$ cat src/rtl/core/ssa_pkg.sv
// Shared types and codes for the sorted shift array.
// No dependencies; used by ssa_cell, sorted_shift_array and the testbench.
package ssa_pkg;

    // Request codes on req_type.
    typedef enum logic [2:0] {
        REQ_INSERT = 3'd0,
        REQ_SORTED = 3'd1,
        REQ_DELETE = 3'd2,
        REQ_CLEAR  = 3'd3,
        REQ_READ   = 3'd4,
        REQ_UBOUND = 3'd5
    } req_code_t;

    // Register indexes on the configuration port.
    localparam logic CFG_LENGTH = 1'b0;
    localparam logic CFG_SIGNED = 1'b1;

    // Operation broadcast to every cell for one cycle.
    typedef enum logic [1:0] {
        OP_HOLD   = 2'd0,
        OP_INSERT = 2'd1,
        OP_DELETE = 2'd2,
        OP_CLEAR  = 2'd3
    } cell_op_t;

    typedef struct packed {
        cell_op_t op;
        logic     signed_cmp;
    } ssa_ctrl_t;

endpackage

$ cat src/rtl/core/ssa_cell.sv
// One entry of the sorted shift array with its neighbor order flag.
// Depends on ssa_pkg.
module ssa_cell #(
    parameter int DEPTH         = 16,
    parameter int ELEMENT_WIDTH = 32,
    parameter int IDX           = 0
) (
    input  logic                       clk,
    input  logic                       rst_n,
    input  ssa_pkg::ssa_ctrl_t         ctrl,
    input  logic [$clog2(DEPTH)-1:0]   pos,
    input  logic [$clog2(DEPTH+1)-1:0] len,
    input  logic [ELEMENT_WIDTH-1:0]   in_value,
    input  logic [ELEMENT_WIDTH-1:0]   prev_value,
    input  logic [ELEMENT_WIDTH-1:0]   next_value,
    output logic [ELEMENT_WIDTH-1:0]   entry,
    output logic                       ordered
);
    localparam int IW = $clog2(DEPTH);
    localparam int LW = $clog2(DEPTH + 1);
    localparam logic [IW-1:0] IDX_I  = IW'(IDX);
    localparam logic [LW-1:0] IDX_L  = LW'(IDX);
    localparam logic [LW-1:0] IDX_P1 = LW'(IDX + 1);
    localparam logic [ELEMENT_WIDTH-1:0] SIGN = {1'b1, {(ELEMENT_WIDTH-1){1'b0}}};

    logic [ELEMENT_WIDTH-1:0] value_reg, value_next;
    logic                     flag_reg, flag_next;
    logic [ELEMENT_WIDTH-1:0] key_own, key_prev, flip;
    logic                     in_use;

    assign in_use = (IDX_L < len);

    always_comb
    begin
        value_next = value_reg;
        if (in_use)
        begin
            case (ctrl.op)
                ssa_pkg::OP_INSERT:
                begin
                    if (IDX_I > pos)
                        value_next = prev_value;
                    else if (IDX_I == pos)
                        value_next = in_value;
                end
                ssa_pkg::OP_DELETE:
                begin
                    if (IDX_P1 == len)
                        value_next = '0;
                    else if (IDX_I >= pos)
                        value_next = next_value;
                end
                ssa_pkg::OP_CLEAR:
                    value_next = '0;
                default:
                    value_next = value_reg;
            endcase
        end
    end

    // Order flag: this entry is not below its lower neighbor.
    assign flip      = ctrl.signed_cmp ? SIGN : '0;
    assign key_own   = value_reg ^ flip;
    assign key_prev  = prev_value ^ flip;
    assign flag_next = (IDX == 0) || !in_use || !(key_own < key_prev);

    always_ff @(posedge clk or negedge rst_n)
    begin
        if (!rst_n)
        begin
            value_reg <= '0;
            flag_reg  <= 1'b1;
        end
        else
        begin
            value_reg <= value_next;
            flag_reg  <= flag_next;
        end
    end

    assign entry   = value_reg;
    assign ordered = flag_reg;

endmodule

$ cat src/rtl/core/sorted_shift_array.sv
// Top level of the sorted shift array: request sequencer, search unit, row of cells.
// Depends on ssa_pkg and ssa_cell.
//
//  channel   signals                                        direction
//  request   start, busy, req_type, position, value          in (busy out)
//  result    done, status, read_value, found_index,
//            array_sorted                                   out
//  config    cfg_we, cfg_index, cfg_data                    in
//
// A request is taken when start is high and busy is low. Its result shows for
// one cycle with done high. Insert, delete, clear and read pass through the
// apply, flag and finish states; refused ones go straight to flag and finish;
// sorted insert and upper bound run the binary search first (at most
// clog2(DEPTH+1) steps), one step per cycle through the shared entry select
// and compare.
// Reset clears every entry, length to 16 and unsigned order. The result side
// cannot stall; a new request may start in the cycle a result is shown.
module sorted_shift_array #(
    parameter int DEPTH         = 16,
    parameter int ELEMENT_WIDTH = 32
) (
    input  logic        clk,
    input  logic        rst_n,
    input  logic        start,
    output logic        busy,
    input  logic [2:0]  req_type,
    input  logic [3:0]  position,
    input  logic [31:0] value,
    output logic        done,
    output logic        status,
    output logic [31:0] read_value,
    output logic [4:0]  found_index,
    output logic        array_sorted,
    input  logic        cfg_we,
    input  logic        cfg_index,
    input  logic [4:0]  cfg_data
);
    localparam int IW = $clog2(DEPTH);
    localparam int LW = $clog2(DEPTH + 1);
    localparam logic [ELEMENT_WIDTH-1:0] SIGN = {1'b1, {(ELEMENT_WIDTH-1){1'b0}}};

    typedef enum logic [2:0] {
        S_IDLE,
        S_SEARCH,
        S_APPLY,
        S_FLAG,
        S_FIN
    } state_t;

    // Configuration registers.
    logic [4:0] length_reg;
    logic       signed_reg;

    always_ff @(posedge clk or negedge rst_n)
    begin
        if (!rst_n)
        begin
            length_reg <= 5'd16;
            signed_reg <= 1'b0;
        end
        else if (cfg_we)
        begin
            if (cfg_index == ssa_pkg::CFG_LENGTH)
                length_reg <= cfg_data;
            else
                signed_reg <= cfg_data[0];
        end
    end

    state_t                   state_reg;
    logic [2:0]               req_reg;
    logic [IW-1:0]            pos_reg;
    logic [ELEMENT_WIDTH-1:0] val_reg;
    logic [LW-1:0]            len_reg;
    logic                     err_reg;
    logic [LW-1:0]            lo_reg, hi_reg;
    logic [ELEMENT_WIDTH-1:0] rd_reg;
    logic                     done_reg, status_reg, sorted_reg;
    logic [31:0]              read_reg;
    logic [4:0]               found_reg;

    // Entries in use, clamped to the array depth.
    logic [LW-1:0] len_cur;
    logic          err_cur;
    assign len_cur = (32'(length_reg) > DEPTH) ? LW'(DEPTH) : LW'(length_reg);

    always_comb
    begin
        err_cur = (len_cur == '0);
        unique case (req_type) inside
            ssa_pkg::REQ_INSERT, ssa_pkg::REQ_DELETE, ssa_pkg::REQ_READ:
                if (32'(position) >= 32'(len_cur))
                    err_cur = 1'b1;
            ssa_pkg::REQ_SORTED, ssa_pkg::REQ_CLEAR, ssa_pkg::REQ_UBOUND:
                ;
            default:
                err_cur = 1'b1;
        endcase
    end

    // Binary search step: midpoint, shared entry select, compare.
    logic [ELEMENT_WIDTH-1:0] ent [DEPTH];
    logic [DEPTH-1:0]         flags;
    logic [LW:0]              lo_hi_sum;
    logic [IW-1:0]            mid, sel_addr;
    logic [ELEMENT_WIDTH-1:0] sel, flip;
    logic                     go_right;

    assign lo_hi_sum = (LW+1)'(lo_reg) + (LW+1)'(hi_reg);
    assign mid       = IW'(lo_hi_sum >> 1);
    assign sel_addr  = (state_reg == S_SEARCH) ? mid : pos_reg;
    assign sel       = ent[sel_addr];
    assign flip      = signed_reg ? SIGN : '0;
    assign go_right  = !((val_reg ^ flip) < (sel ^ flip));

    // Cell control: one cycle of the shift operation in S_APPLY.
    ssa_pkg::ssa_ctrl_t ctrl;
    logic [IW-1:0]      op_pos;

    always_comb
    begin
        ctrl.signed_cmp = signed_reg;
        ctrl.op         = ssa_pkg::OP_HOLD;
        if (state_reg == S_APPLY)
        begin
            unique case (req_reg) inside
                ssa_pkg::REQ_INSERT, ssa_pkg::REQ_SORTED:
                    ctrl.op = ssa_pkg::OP_INSERT;
                ssa_pkg::REQ_DELETE:
                    ctrl.op = ssa_pkg::OP_DELETE;
                ssa_pkg::REQ_CLEAR:
                    ctrl.op = ssa_pkg::OP_CLEAR;
                default:
                    ctrl.op = ssa_pkg::OP_HOLD;
            endcase
        end
    end

    // Sorted insert uses the slot found by the search.
    assign op_pos = (req_reg == ssa_pkg::REQ_SORTED) ? IW'(lo_reg) : pos_reg;

    genvar gi;
    generate
        for (gi = 0; gi < DEPTH; gi++)
        begin : g_cell
            logic [ELEMENT_WIDTH-1:0] prev_v, next_v;
            if (gi == 0)
            begin : g_first
                assign prev_v = '0;
            end
            else
            begin : g_mid_lo
                assign prev_v = ent[gi-1];
            end
            if (gi == DEPTH - 1)
            begin : g_last
                assign next_v = '0;
            end
            else
            begin : g_mid_hi
                assign next_v = ent[gi+1];
            end

            ssa_cell #(
                .DEPTH         (DEPTH),
                .ELEMENT_WIDTH (ELEMENT_WIDTH),
                .IDX           (gi)
            ) u_cell (
                .clk        (clk),
                .rst_n      (rst_n),
                .ctrl       (ctrl),
                .pos        (op_pos),
                .len        (len_reg),
                .in_value   (val_reg),
                .prev_value (prev_v),
                .next_value (next_v),
                .entry      (ent[gi]),
                .ordered    (flags[gi])
            );
        end
    endgenerate

    // Sequencer and result registers.
    always_ff @(posedge clk or negedge rst_n)
    begin
        if (!rst_n)
        begin
            state_reg  <= S_IDLE;
            done_reg   <= 1'b0;
            req_reg    <= '0;
            pos_reg    <= '0;
            val_reg    <= '0;
            len_reg    <= '0;
            err_reg    <= 1'b0;
            lo_reg     <= '0;
            hi_reg     <= '0;
            rd_reg     <= '0;
            status_reg <= 1'b0;
            read_reg   <= '0;
            found_reg  <= '0;
            sorted_reg <= 1'b0;
        end
        else
        begin
            done_reg <= 1'b0;
            unique case (state_reg)
                S_IDLE:
                begin
                    if (start)
                    begin
                        req_reg <= req_type;
                        pos_reg <= IW'(position);
                        val_reg <= ELEMENT_WIDTH'(value);
                        len_reg <= len_cur;
                        err_reg <= err_cur;
                        rd_reg  <= '0;
                        lo_reg  <= '0;
                        hi_reg  <= (req_type == ssa_pkg::REQ_SORTED) ? len_cur - LW'(1)
                                                                     : len_cur;
                        if (err_cur)
                            state_reg <= S_FLAG;
                        else if (req_type == ssa_pkg::REQ_SORTED
                                 || req_type == ssa_pkg::REQ_UBOUND)
                            state_reg <= S_SEARCH;
                        else
                            state_reg <= S_APPLY;
                    end
                end
                S_SEARCH:
                begin
                    if (lo_reg < hi_reg)
                    begin
                        if (go_right)
                            lo_reg <= LW'(mid) + LW'(1);
                        else
                            hi_reg <= LW'(mid);
                    end
                    else
                        state_reg <= S_APPLY;
                end
                S_APPLY:
                begin
                    if (req_reg == ssa_pkg::REQ_READ)
                        rd_reg <= sel;
                    state_reg <= S_FLAG;
                end
                S_FLAG:
                    state_reg <= S_FIN;   // cell order flags settle on the new entries
                S_FIN:
                begin
                    done_reg   <= 1'b1;
                    status_reg <= err_reg;
                    read_reg   <= 32'(rd_reg);
                    found_reg  <= (!err_reg && (req_reg == ssa_pkg::REQ_SORTED
                                               || req_reg == ssa_pkg::REQ_UBOUND))
                                  ? 5'(lo_reg) : 5'd0;
                    sorted_reg <= (len_reg != '0) && (&flags);
                    state_reg  <= S_IDLE;
                end
                default:
                    state_reg <= S_IDLE;
            endcase
        end
    end

    assign busy         = (state_reg != S_IDLE);
    assign done         = done_reg;
    assign status       = status_reg;
    assign read_value   = read_reg;
    assign found_index  = found_reg;
    assign array_sorted = sorted_reg;

    // Checks.
    a_done_single: assert property (@(posedge clk) disable iff (!rst_n)
        done |=> !done)
        else $error("result strobe held longer than one cycle");

    a_busy_after_accept: assert property (@(posedge clk) disable iff (!rst_n)
        (start && !busy) |=> busy)
        else $error("accepted item did not raise busy");

    a_refused_clean: assert property (@(posedge clk) disable iff (!rst_n)
        (done && status) |-> (read_value == '0 && found_index == '0))
        else $error("refused item carries data");

    a_search_bounds: assert property (@(posedge clk) disable iff (!rst_n)
        (state_reg == S_SEARCH) |-> (lo_reg <= hi_reg))
        else $error("search bounds crossed");

endmodule

$ cat config.mk
export PLATFORM = sky130hd
export DESIGN_NAME = sorted_shift_array
export DESIGN_NICKNAME = d
export VERILOG_FILES = /design/src/rtl/core/ssa_pkg.sv /design/src/rtl/core/ssa_cell.sv /design/src/rtl/core/sorted_shift_array.sv
export SDC_FILE = /design/constraint.sdc
export NUM_CORES = 2
export LEC_CHECK = 0
export ABC_CLOCK_PERIOD_IN_PS = 5500
export BUFFER_PORTS_ARGS = -buffer_cell sky130_fd_sc_hd__buf_4
export CORE_MARGIN = 2
export CORE_UTILIZATION = 60
export CTS_BUF_LIST = sky130_fd_sc_hd__clkbuf_8
export DETAILED_ROUTE_END_ITERATION = 10
export GPL_TIMING_DRIVEN = 0
export PLACE_DENSITY = 0.81
export SLEW_MARGIN = 40
export SYNTH_ARGS = -nofsm -noshare
export SYNTH_HDL_FRONTEND = slang
export SYNTH_SLANG_ARGS = --single-unit
$ cat constraint.sdc
create_clock -name clk -period 5.5 [get_ports clk]
set_input_delay 0.825 -clock clk [delete_from_list [all_inputs] [get_ports clk]]
set_output_delay 0.825 -clock clk [all_outputs]
set_load 0.05 [all_outputs]
; ---- After elaboration in Yosys (flattened, before gate mapping)
; Cells that the tools add are included.
[word_totals]
in_bits = 49
wordCells = 421
regBits = 663
out_inout_bits = 41
[classes]
n_bitwise = 20
eq_ne = 86
order_cmp = 68
n_addsub = 3
reduce_logical = 87
n_mux = 110
[op_table]
columns = op, n
row1 = $mux 32, 69
row2 = $pmux 32 s3, 16
row3 = $xor 32x32->32, 18
row4 = $lt 32x32->1, 16
row5 = $bmux 32 s4, 1
row6 = $ne 3x1->1 const B, 32
row7 = $reduce_and 4->1, 18
row8 = $pmux 32 s2, 1
row9 = $mux 5, 9
row10 = $eq 4x5->1 const A, 8
row11 = $lt 4x5->1 const A, 8
row12 = $eq 4x4->1 const A, 8
row13 = $ge 4x4->1 const A, 8
row14 = $gt 4x4->1 const A, 8
row15 = $logic_not 1->1, 31
row16 = $eq 3x5->1 const A, 4
row17 = $lt 3x5->1 const A, 4
row18 = $pmux 5 s2, 2
row19 = $eq 3x2->1 const B, 6
row20 = $logic_or 1x1->1, 17
row21 = $eq 3x4->1 const A, 4
row22 = $ge 3x4->1 const A, 4
row23 = $gt 3x4->1 const A, 4
row24 = $eq 3x3->1 const B, 5
row25 = other kinds (44), 73

; ---- Logic depth before layout (Yosys ltp)
[logic_depth]
word_depth = 11
mapped_depth = 22
ltp_nobuf = 19

; ---- Cells and area by module
; Synthesis repeated with hierarchy kept, for this count alone.
[hier_totals]
hier_cells = 6368
area_unflattened_um2 = 54579.8
[modules_own_cells]
columns = module, seq_area_each_um2, area_each_um2, n_inst, cells_each
row1 = sorted_shift_array, 3404.5, 11467.2, 1, 1553
row2 = ssa_cell (g_cell[9].u_cell), 827.0, 2917.8, 1, 294
row3 = ssa_cell (g_cell[8].u_cell), 827.0, 2879.0, 1, 260
row4 = ssa_cell (g_cell[12].u_cell), 827.0, 2870.3, 1, 294
row5 = ssa_cell (g_cell[10].u_cell), 827.0, 2866.5, 1, 293
row6 = ssa_cell (g_cell[3].u_cell), 827.0, 2813.9, 1, 259
row7 = ssa_cell (g_cell[5].u_cell), 827.0, 2792.7, 1, 294
row8 = ssa_cell (g_cell[7].u_cell), 827.0, 2791.4, 1, 258
row9 = ssa_cell (g_cell[4].u_cell), 827.0, 2782.7, 1, 353
row10 = ssa_cell (g_cell[14].u_cell), 827.0, 2752.6, 1, 364
row11 = ssa_cell (g_cell[6].u_cell), 827.0, 2750.1, 1, 361
row12 = ssa_cell (g_cell[11].u_cell), 827.0, 2733.9, 1, 260
row13 = ssa_cell (g_cell[13].u_cell), 827.0, 2683.8, 1, 326
row14 = ssa_cell (g_cell[2].u_cell), 827.0, 2646.3, 1, 363
row15 = 3 more rows, --, --, --, --

; ---- Worst setup path before layout
; OpenSTA, ideal clock, no wires.
[synth_timing]
path_kind = reg2reg
start = register lo_reg[1]
end = register hi_reg[1]
path_slack_ps = 674
path_buffers = 1
arrival_time_ps = 4700
required_ps = 5374
setup_ps = 126
period_less_slack_ps = 4826
stages_incl_launch_ff = 19
cell_sequence = dfrtp_1 -> inv_1 -> fa_1 -> xnor2_1 -> inv_1 -> mux2i_2 -> buf_2 -> mux4_2 -> o211ai_1 -> o21ai_0 -> ha_1 -> a2111oi_0 -> o41ai_1 -> a31oi_1 -> a21oi_1 -> nor3_1 -> o21a_2 -> nor2_2 -> o311a_1
[synth_between]
elab_chain_cells = 10
[synth_rtl]
columns = item, line_no
row1 = from (decl), sorted_shift_array.sv:76  ; logic [LW-1:0] lo_reg, hi_reg;
row2 = from (signal assigned), sorted_shift_array.sv:234  ; lo_reg <= LW'(mid) + LW'(1);
row3 = $add 5x5->5, sorted_shift_array.sv:109  ; assign lo_hi_sum = (LW+1)'(lo_reg) + (LW+1)'(hi_reg);
row4 = $mux 4, sorted_shift_array.sv:111  ; assign sel_addr = (state_reg == S_SEARCH) ? mid : pos_reg;
row5 = $not 4->5 (implied by the code), sorted_shift_array.sv:112  ; assign sel = ent[sel_addr];
row6 = $bmux 32 s4, sorted_shift_array.sv:112
row7 = $mux 32 (implied by the code) (2 in series), sorted_shift_array.sv:112
row8 = $xor 32x32->32, sorted_shift_array.sv:114  ; assign go_right = !((val_reg ^ flip) < (sel ^ flip));
row9 = $lt 32x32->1, sorted_shift_array.sv:114
row10 = $ne 2x1->1 (no source line), --
row11 = $reduce_and 4->1 (no source line), --
row12 = to (signal assigned), sorted_shift_array.sv:218  ; hi_reg <= (req_type == ssa_pkg::REQ_SORTED) ? len_cur - LW'(1)
row13 = to (signal assigned), sorted_shift_array.sv:236  ; hi_reg <= LW'(mid);
row14 = to (decl), sorted_shift_array.sv:76
; Parallel ways exist; a longest one is shown, timed or not. The select of a mux whose other input is x is not followed.
; A chain may end at the register's enable or synchronous reset.

; ---- Final worst setup path
[layout_timing]
start = register lo_reg[3]
end = register hi_reg[1]
[layout_between]
elab_chain_cells = 10
[layout_rtl]
columns = item, line_no
row1 = $add 5x5->5, sorted_shift_array.sv:109
row2 = $mux 4, sorted_shift_array.sv:111
row3 = $not 4->5 (implied by the code), sorted_shift_array.sv:112
row4 = $bmux 32 s4, sorted_shift_array.sv:112
row5 = $mux 32 (implied by the code) (2 in series), sorted_shift_array.sv:112
row6 = $xor 32x32->32, sorted_shift_array.sv:114
row7 = $lt 32x32->1, sorted_shift_array.sv:114
row8 = $ne 2x1->1 (no source line), --
row9 = $reduce_and 4->1 (no source line) (*), --
; Mark *: on every way between the ends. The rest lies on a longest branch, timed or not. The select of a mux whose other input is x is not followed.

==> results.cfg <==
[clock_network]
cts_made_buffers = 121
cts-root-buf = clkbuf_8
clkTransAtPathRegs_ns = 0.06
cts_tree = built
clock-sinks = 663
cts_max_level = 3
clockBufferDepth = 3
clk_latency_ns = 0.86

[logic_synthesis]
synth_top_area_cell = dfrtp_1
synth_top_family_by_area = compound AO/OA/AOI/OAI gates
synth_top_area_share_pct = 31.58
synthXorXnorAreaFrac_pct = 0.3930
synthArstFlopShare_pct = 100.0
yosysWarnings = 0
synth_compound_area_share_pct = 19.86
synth_flop_cell = dfrtp_1
syn_inst = 6334
synth_fa_ha_area_share_pct = 12.10
synth.area.top_cells = dfrtp_1 (32%), ha_1 (12%), a21oi_1 (9.2%)
yosysSeqAreaShare_pct = 32.40
synth_seq_cells = 663
yosys.area_share.simple_pct = 15.72
postSynthAreaPerCell_um2 = 8.093
synthesis.area_um2 = 51260
syn_nets = 6878
yosys-top-cells-count = nand2_1 (945), a21oi_1 (938), nor2_1 (710)
yosys.cell_count.top_type = nand2_1
post_synth_mux_area_share_pct = 12.26
synth_edf_count = 0
synth.distinct_cells = 87

[timing]
fin_ws_ns = -0.07947
tightestPinTransition_ns = 1.028
period_share_pct = 101.4
finalClockSkew_ns = 0.05698
min_period_ns = 5.579
timing.fmax_ghz = 0.1792
fin_tns_setup_ns = -0.1666
setup_viol_count_final = 4
hold_viol = 0
drv_slew = 0
relSlewSlack_pct = 31.21

[global_routing]
grt_pass1_wl_mm = 302.3
grt_max_degree = 101
grt_pass1_vias = 48350
track_usage_pct = 46.47
antenna_found_initial = 19
grt-ovfl-total = 0

[floorplan]
die-area_um2 = 87790
core_area_um2 = 84880
rows = 107
initial_utilization_pct = 60.39
io-pin-count = 90
die_w_um = 296.3
die_h_um = 296.3

[drt]
drtPass1Iterations = 8
drt_iter0_markers = 7012
wirelength_mm = 206.0
wl_per_cell_um = 26.32
ant_nets = 0
routed_via_density = 6.577
drc_errors = 0
vias = 51490

[cells_and_area]
drive_above_1_share_pct = 10.81
area_delta_synth_final_pct = 11.56
final_core_util_pct = 67.38
largest_reg_flops = 512
final_net_count = 7120

[setup_path]
crit_fanout = 10
cp.arrival_ns = 6.27
crit_required_ns = 6.19
cp-end-kind = register
critPathKind = reg2reg
startpoint_type = register

[place]
hpwl_mm = 160.8
port_buffers = 89
place_congestion = 1.099

[status]
violations = negative setup slack
outcome = finished with violations

[job]
maxCapViolations = 0

[worst_hold_path]
hold_path_class = in2reg
-- stage by stage --
stage                     instances  cell area (um2)  setup WS, ns  hold WS, ns
after global placement         7567            53360        -4.213       0.4480
final                          7828            57190      -0.07947       0.1948
after detailed placement       7577            53780        -1.761       0.4518
after CTS                      7811            56820      0.002065       0.1804
after global routing           7823            57170      -0.03226       0.2062
after floorplan                6334            51260        0.6743       0.4386
-- layout make-up --
type,instances,area [um2]
multi-input cells,4756,31500
flip-flops and latches,663,16610
inverters,481,1805
diodes,6,15.01
clock inverters,70,511.7
well taps,1144,1431
plain buffers,432,2107
clock buffers,155,2133
fillers,7197,27690
repair buffers,121,1069
-- cells by family after synthesis --
kind of cell	count (synthesis)
buf+inv	915
flops	663
xor+xnor	23
simple gates	1942
compound gates	1827
mux	469
fa+ha+maj	495
-- cells in the final DEF (no fill, tap or decap), drive strengths merged, types with 9 or more instances in the layout --
| cell type | instances |
|---|---|
| nor2b | 47 |
| o21a | 26 |
| xnor2 | 20 |
| and2 | 9 |
| o21ai | 530 |
| clkbuf | 456 |
| clkinv | 26 |
| mux4 | 124 |
| mux2 | 9 |
| dfstp | 16 |
| a2111oi | 11 |
| inv | 516 |
| dfrtp | 647 |
| nor2 | 713 |
| nor3 | 33 |
| or3 | 9 |
| a31oi | 13 |
| a21o | 135 |
| o211ai | 32 |
| nand3 | 26 |
| a22oi | 33 |
| nand4 | 68 |
| buf | 251 |
| ha | 494 |
| a21oi | 940 |
| mux2i | 336 |
| a211oi | 34 |
| nor4 | 9 |
| nand2b | 41 |
| nand2 | 946 |
-- routing by layer --
layer | up-vias | part of all wire, % | GRT usage, %
li1 | 22450 | - | -
met1 | 24520 | 37 | 58.93
met5 | - | 0.073 | 0
met3 | 866 | 13 | 14.83
met2 | 3625 | 41 | 67.38
met4 | 22 | 8.4 | 32.30
-- worst max-delay path, stage by stage, from the launching register on --
cell and delay [ns]:
dfrtp_2 0.49, ha_2 0.36, or4b_1 0.53, or4_1 0.47, nand3_2 0.26, clkbuf_1 0.52
o21ai_1 0.29, a21oi_2 0.56, ha_1 0.37, a21o_1 0.17, a21oi_1 0.19, o21ai_2 0.21
nor3_4 0.36, o21a_4 0.24, nor2_4 0.08, o311a_1 0.31
-- worst paths after layout --
check                                                         endpoint  depth (start not counted)  slack (ns)                   start
min in group asynchronous                    length_reg[1]$_DFFE_PN0P_                          2        0.61                   rst_n
worst max-delay path                             hi_reg[1]$_DFFE_PN0P_                         15       -0.08   lo_reg[3]$_DFFE_PN0P_
worst min register to register              read_value[21]$_DFFE_PN0P_                          2        0.47  rd_reg[21]$_DFFE_PN0P_
worst min-delay path                            val_reg[7]$_DFFE_PN0P_                          3        0.19                value[7]
worst max register to register                   hi_reg[1]$_DFFE_PN0P_                         15       -0.08   lo_reg[3]$_DFFE_PN0P_
max in group asynchronous       g_cell[15].u_cell.entry[8]$_DFFE_PN0P_                          5        2.96                   rst_n
-- repair_timing --
item                                    in CTS  in global routing
pin swaps                                    6                  4
endpoints found under the setup margin      10                 10
hold endpoints to repair                    92                  0
buffers inserted                             9                 10
hold buffers                                 1                  0
resized for setup                           93                 51
Power is not shown: default switching activity piles up to over one toggle a cycle in this logic, so the estimate is an artifact.
